--- src/design/hmf_pkg.sv ---
// ----------------------------------------------------------------------------
// hmf_pkg: shared constants and helpers for the histogram median filter
// Holds the frame limits, window geometry, register indexes and the
// threshold function used by the control and selection logic.
// ----------------------------------------------------------------------------
`default_nettype none
package hmf_pkg;

  localparam int MAX_WIDTH  = 1024;
  localparam int MAX_HEIGHT = 4096;
  localparam int MAX_RADIUS = 7;
  localparam int LINES      = 2 * MAX_RADIUS;
  localparam int SIDE       = 2 * MAX_RADIUS + 1;

  localparam int PIX_W      = 8;
  localparam int COL_W      = 10;
  localparam int ROW_W      = 12;
  localparam int RAD_W      = 3;
  localparam int WID_W      = 11;
  localparam int HGT_W      = 13;
  localparam int LINE_BITS  = LINES * PIX_W;
  localparam int COLM_BITS  = SIDE * PIX_W;
  localparam int SIDX_W     = 4;
  localparam int CNT_W      = 8;
  localparam int THR_W      = 7;

  // Configuration register indexes.
  localparam logic [1:0] REG_RADIUS = 2'd0;
  localparam logic [1:0] REG_WIDTH  = 2'd1;
  localparam logic [1:0] REG_HEIGHT = 2'd2;

  // Control from the frame sequencer to the selection unit.
  typedef struct packed {
    logic shift;  // push a new pixel column into the window
    logic start;  // begin a median search over the window
  } hmf_sel_ctrl_t;

  // Rank of the median inside the window: floor(side*side/2).
  function automatic logic [THR_W-1:0] thr_of(input logic [RAD_W-1:0] r);
    logic [SIDX_W-1:0] side;
    logic [7:0]        sq;
    side = {r, 1'b1};
    sq   = 8'(side) * 8'(side);
    return sq[7:1];
  endfunction

endpackage
`default_nettype wire

--- src/design/hmf_select.sv ---
// ----------------------------------------------------------------------------
// hmf_select: column window and bit-serial median search
// Keeps the last pixel columns and finds the median one result bit at a time,
// most significant first, counting one window column per cycle.
// ----------------------------------------------------------------------------
`default_nettype none
module hmf_select (
  input  wire logic                          clk,
  input  wire logic                          rst_n,
  input  wire hmf_pkg::hmf_sel_ctrl_t        ctrl,
  input  wire logic [hmf_pkg::COLM_BITS-1:0] col_in,
  input  wire logic [hmf_pkg::RAD_W-1:0]     radius,
  output logic                               done,
  output logic      [hmf_pkg::PIX_W-1:0]     median
);

  localparam int LAST_COL = hmf_pkg::SIDE - 1;

  logic [hmf_pkg::COLM_BITS-1:0] win_r [hmf_pkg::SIDE];

  logic                        run_r, run_nxt;
  logic                        done_r, done_nxt;
  logic [2:0]                  bit_r, bit_nxt;
  logic [hmf_pkg::SIDX_W-1:0]  cidx_r, cidx_nxt;
  logic [hmf_pkg::CNT_W-1:0]   cnt_r, cnt_nxt;
  logic [hmf_pkg::THR_W-1:0]   rank_r, rank_nxt;
  logic [hmf_pkg::PIX_W-1:0]   pref_r, pref_nxt;

  logic [hmf_pkg::SIDX_W-1:0]  side;
  logic [hmf_pkg::SIDX_W-1:0]  first_col;
  logic [hmf_pkg::COLM_BITS-1:0] cur_col;
  logic [hmf_pkg::PIX_W-1:0]   hi_mask;
  logic [hmf_pkg::SIDX_W-1:0]  pop;
  logic [hmf_pkg::CNT_W-1:0]   sum;

  assign side      = {radius, 1'b1};
  assign first_col = hmf_pkg::SIDX_W'(hmf_pkg::SIDE) - side;

  // Window of pixel columns; the newest column enters at the top.
  always_ff @(posedge clk) begin
    if (ctrl.shift) begin
      for (int j = 0; j < hmf_pkg::SIDE - 1; j++) begin
        win_r[j] <= win_r[j+1];
      end
      win_r[hmf_pkg::SIDE-1] <= col_in;
    end
  end

  // Count pixels in this column whose upper bits match the prefix with a zero here.
  always_comb begin
    cur_col = win_r[cidx_r];
    hi_mask = 8'hFF << bit_r;
    pop     = '0;
    for (int k = 0; k < hmf_pkg::SIDE; k++) begin
      if ((hmf_pkg::SIDX_W'(k) < side) &&
          (((cur_col[k*hmf_pkg::PIX_W +: hmf_pkg::PIX_W] ^ pref_r) & hi_mask) == '0)) begin
        pop = pop + 1'b1;
      end
    end
    sum = cnt_r + hmf_pkg::CNT_W'(pop);
  end

  // Search sequencer: one column per cycle, one result bit per sweep.
  always_comb begin
    run_nxt  = run_r;
    done_nxt = 1'b0;
    bit_nxt  = bit_r;
    cidx_nxt = cidx_r;
    cnt_nxt  = cnt_r;
    rank_nxt = rank_r;
    pref_nxt = pref_r;
    if (ctrl.start) begin
      run_nxt  = 1'b1;
      bit_nxt  = 3'd7;
      cidx_nxt = first_col;
      cnt_nxt  = '0;
      rank_nxt = hmf_pkg::thr_of(radius);
      pref_nxt = '0;
    end else if (run_r) begin
      if (cidx_r == hmf_pkg::SIDX_W'(LAST_COL)) begin
        if ({1'b0, rank_r} >= sum) begin
          pref_nxt[bit_r] = 1'b1;
          rank_nxt        = rank_r - hmf_pkg::THR_W'(sum);
        end
        cidx_nxt = first_col;
        cnt_nxt  = '0;
        if (bit_r == 3'd0) begin
          run_nxt  = 1'b0;
          done_nxt = 1'b1;
        end else begin
          bit_nxt = bit_r - 3'd1;
        end
      end else begin
        cidx_nxt = cidx_r + 1'b1;
        cnt_nxt  = sum;
      end
    end
  end

  always_ff @(posedge clk) begin
    if (!rst_n) begin
      run_r  <= 1'b0;
      done_r <= 1'b0;
    end else begin
      run_r  <= run_nxt;
      done_r <= done_nxt;
    end
  end

  always_ff @(posedge clk) begin
    bit_r  <= bit_nxt;
    cidx_r <= cidx_nxt;
    cnt_r  <= cnt_nxt;
    rank_r <= rank_nxt;
    pref_r <= pref_nxt;
  end

  assign done   = done_r;
  assign median = pref_r;

endmodule
`default_nettype wire

--- config.mk ---
export PLATFORM = sky130hd
export DESIGN_NAME = hmf_select
export DESIGN_NICKNAME = d
export VERILOG_FILES = /design/src/design/hmf_pkg.sv /design/src/design/hmf_select.sv
export SDC_FILE = /design/constraint.sdc
export NUM_CORES = 2
export LEC_CHECK = 0
export BUFFER_PORTS_ARGS = -buffer_cell sky130_fd_sc_hd__buf_2
export CORE_MARGIN = 2
export CORE_UTILIZATION = 63
export CTS_CLUSTER_DIAMETER = 200
export DETAILED_ROUTE_END_ITERATION = 7
export GPL_ROUTABILITY_DRIVEN = 1
export GPL_TIMING_DRIVEN = 0
export PLACE_DENSITY_LB_ADDON = 0.05
export SETUP_SLACK_MARGIN = 0.2
export SYNTH_ARGS = -nofsm -noshare
export SYNTH_HDL_FRONTEND = slang
export SYNTH_SLANG_ARGS = --single-unit
--- constraint.sdc ---
create_clock -name clk -period 17.61 [get_ports clk]
set_input_delay 5.283 -clock clk [delete_from_list [all_inputs] [get_ports clk]]
set_output_delay 5.283 -clock clk [all_outputs]
set_load 0.02 [all_outputs]
==> results.txt <==
The flow ran to the end, and the final reports show no timing, DRC or antenna violations. The number of pins exceeding their max-slew limit in the final report is 0. The post-synthesis sequential area ratio came out at between 70 and 80%.

The count of flip-flops with a built-in enable after synthesis came out at 1811. The final antenna-violating net count is 0. The peak supply drop came out at 170 uV. TritonCTS built the clock tree.

Across all hold checks on the routed design, the worst slack comes to 0.430 ns. Setup repair after global routing left no endpoint under its margin. The relative max-transition margin came out at 6.60%. In this run the top signal layer used is met5.

The count of final hold-check violations came out at 0. The transition time of the tightest slew-check pin is between 1 and 1.5 ns. The endpoint class of the critical path is a flip-flop. The sink count of the clock tree came out at 1836. The worst setup path is launched from a flip-flop. The number of maximum-capacitance violations is 0. The maximum buffer depth of the clock tree came out at 3.

The number of buffers inserted by hold repair at cts came out at 0. The end of the worst register-to-register path is median[7]. The final-layout fill cell count came out at 7334.

The clock transition time at the flip-flop clock pins of the worst setup and hold paths is 0.06 ns. The area growth from synthesis to layout came out at 11.5%. The pre-CTS setup slack is -0.109 ns. The global-route wire length before repair came out at 239000 um. Summed over all cells, the static leakage comes to 28.6 nW. The initial antenna violation count came out at 3. Across all register-to-register paths, the minimum setup slack is 1.18 ns. The number of distinct library cells after synthesis is 93. The logic depth of the worst register-to-register path is 75.

The number of storage elements in the synthesis netlist came out at 1836. The cell type contributing the most total cell area after synthesis is edfxtp_1. The number of instances in the synthesized netlist is about 3700. The root buffer cell is clkbuf_16.

The number of stages on the worst hold path came out at 0. The pre-antenna-repair detailed-routing pass consisted of 5 iterations. The mean area per synthesized cell came out at 20.0 sq um. After detailed routing, the wire length on met1 is between 60000 and 70000 um.

The required time at the worst-slack endpoint came out at 18.36 ns. The count of yosys warnings during synthesis came out at 0. The net total in the final layout came out at ~4200. The wire length on met2 is 75600 um. The average via count per standard cell is 6.47. The summed instance area of the synthesized netlist came out at 0.0747 sq mm. The path type of the worst setup path is reg2reg. In this run the most critical hold path is launched from win_r[5][8]. Data arrives at the worst endpoint at 17.18 ns. The global-route total usage across every layer came out at 27.0%. The worst hold path belongs to the class reg2reg. The floorplan step set the die height to 348 um.

The number of input and output port buffers inserted came out at 135. The worst-case setup margin in the final layout came out at roughly 1.2 ns. The final estimated routing congestion in global placement came out at 0.925. The largest fanout on the critical path is 10. For this design the top-level I/O count stands at 136.

The placeable core region came out at 0.118 sq mm. The clock tree skew after final layout came out at around 0.026 ns. The die width is 348 um. In the synthesized netlist the dominant register cell turns out to be edfxtp_1. The shortest period the worst path allows came out at 16.43 ns. The clock insertion delay at the later pin of the skew report is 0.82 ns. The worst path uses roughly 93% of the clock period. By area the synthesized netlist is led by edfxtp_1 73%, mux4_2 11%, mux2i_1 3.5%.

Dividing the detail-routed wire length by the instance count gives 28.3 um. The via total after detailed routing came out at 37200. The total DRC errors in the routed layout is 0.

The end-of-flow core utilization is between 70% and 80%. The placement row count came out at 126. The initial utilization of the core area, before any placement, comes to between 60% and 70%. The via count of the first global-routing pass came to 36600.

The total power density per cell area came out at 148 mW/mm^2. The die area is 0.121 sq mm. The post-route netlist has 23.6% of its cells at a drive strength greater than 1.

On the worst path, the slowest cell contributes a delay of 0.58 ns. The level count of the clock H-tree came out at 4. In this run the biggest area consumer among cell types represents 72.8% of the synthesized area. The path with the worst hold slack has its endpoint at win_r[4][8]. The total overflow reported by the global router came out at 0.

On the critical path, the stage with the largest delay is an instance of mux4_2. When the netlist entered floorplanning its net count stood at 3922. The number of buffers added by the clock tree synthesis step came out at 179. For the final routed database, the setup TNS stands at 0 ns. The maximum number of pins on one net before global-route repair is between 150 and 200. The number of design-rule violations left by the first detailed-router iteration is 4576. The met3 wire length came out at ~13000 um. Static timing analysis puts the maximum clock frequency at between 60 and 70 MHz. The setup violation total in the final timing report is 0. The total wire length came out at 163000 um. The async set or reset register ratio after synthesis is 0%.

The HPWL reported at the end of detailed placement is 105000 um.
## stage by stage
step | instance area (sq um) | total power, mW | instances
after floorplan | 74700 | 7.75 | 3743
after global placement | 77300 | 8.84 | 5414
after detailed placement | 77600 | 8.67 | 5425
after CTS | 83200 | 12.4 | 5748
after global routing | 83300 | 12.9 | 5748
final | 83300 | 12.3 | 5749
## logic make-up after synthesis
kind of cell    share of synthesized area, %
compound gates                          3.09
buf+inv                                 2.01
fa+ha+maj                              0.901
flops                                   73.4
mux                                     15.8
simple gates                            2.57
xor+xnor                                2.15
## worst max-delay path, delay by kind of cell (launching register included)
kind                       cells  cell delay, ns
AOI/OAI and AO/OA             17            3.29
and+or+nand+nor               11            1.49
DFF                            1            0.44
adders and majority gates     10            3.15
xor gates and xnor gates       9            1.62
muxes                          5            1.57
buffers and inverters         23            4.74
## worst max path at each step
stage	end	cells after the start
4_1_cts	rank_r[3]	73
2_1_floorplan	rank_r[0]	57
3_5_place_dp	rank_r[4]	67
3_3_place_gp	win_r[0][60]	1
6_report	median[7]	75
5_1_grt	median[4]	75
## cell type report
type	count	area [sq um]	share of cell area [%]
Inverter	39	146	0.176
Multi-Input combinational cell	1665	18400	22.1
Sequential cell	1836	54900	65.9
Clock inverter	95	882	1.06
Clock buffer	230	4710	5.66
Tap cell	1536	1920	2.31
Antenna cell	1	2.50	0.00300
Timing Repair Buffer	146	993	1.19
Buffer	201	1380	1.66
## metal layers
metal  GRT usage (%)  vias to the layer above
met5               0                        -
li1                -                    15900
met2            40.7                     1545
met1            40.9                    19400
met3            5.36                      256
met4            8.32                        6
## registers in the layout, indices dropped and copies added (netlist names), named ones only
register  cells
bit_r         3
cnt_r         8
rank_r        7
cidx_r        4
median        8
win_r      1800
done          1
run_r         1
## Yosys cell counts, drive strengths merged (4+ instances only)
library cell / n
a31oi: 10
o2111ai: 5
nand2: 173
a311oi: 5
ha: 49
nor2b: 22
o22ai: 44
dfxtp: 25
or3: 11
xnor2: 103
nor3: 18
mux4: 381
xor2: 46
o211ai: 17
buf: 153
a21oi: 58
or2: 13
o221ai: 5
edfxtp: 1811
a211o: 5
a2111oi: 5
a21o: 8
nand4: 9
clkbuf: 50
a221oi: 13
o21ai: 126
a211oi: 19
mux2i: 259
inv: 36
nor4: 7
nor2: 69
nand3: 20
xnor3: 5
o32ai: 4
and2: 15
nand2b: 20
and3: 7
mux2: 55
## placed cells by master (no fill, tap or decap), types with 44 or more instances in the layout
master / n
mux4_2: 371
o22ai_1: 44
buf_2: 187
nor2_1: 69
xnor2_1: 97
clkbuf_16: 181
clkinv_1: 46
o21ai_0: 119
edfxtp_1: 1811
nand2_1: 172
mux2_2: 51
a21oi_1: 58
ha_1: 48
mux2i_1: 259
clkbuf_1: 90
## what timing repair did
item / 4_1_cts / 5_1_grt
gates resized for setup: 0 / 29
buffers inserted: 0 / 0
endpoints found under the setup margin: 15 / 16
pin swaps: 0 / 1
## power breakdown
group,switching [mW],internal [mW]
sequential,0.141,5.13
combinational,1.83,1.52
clock,1.63,2.06
total,3.60,8.71
No activity file was read; power rests on OpenSTA's default activity.
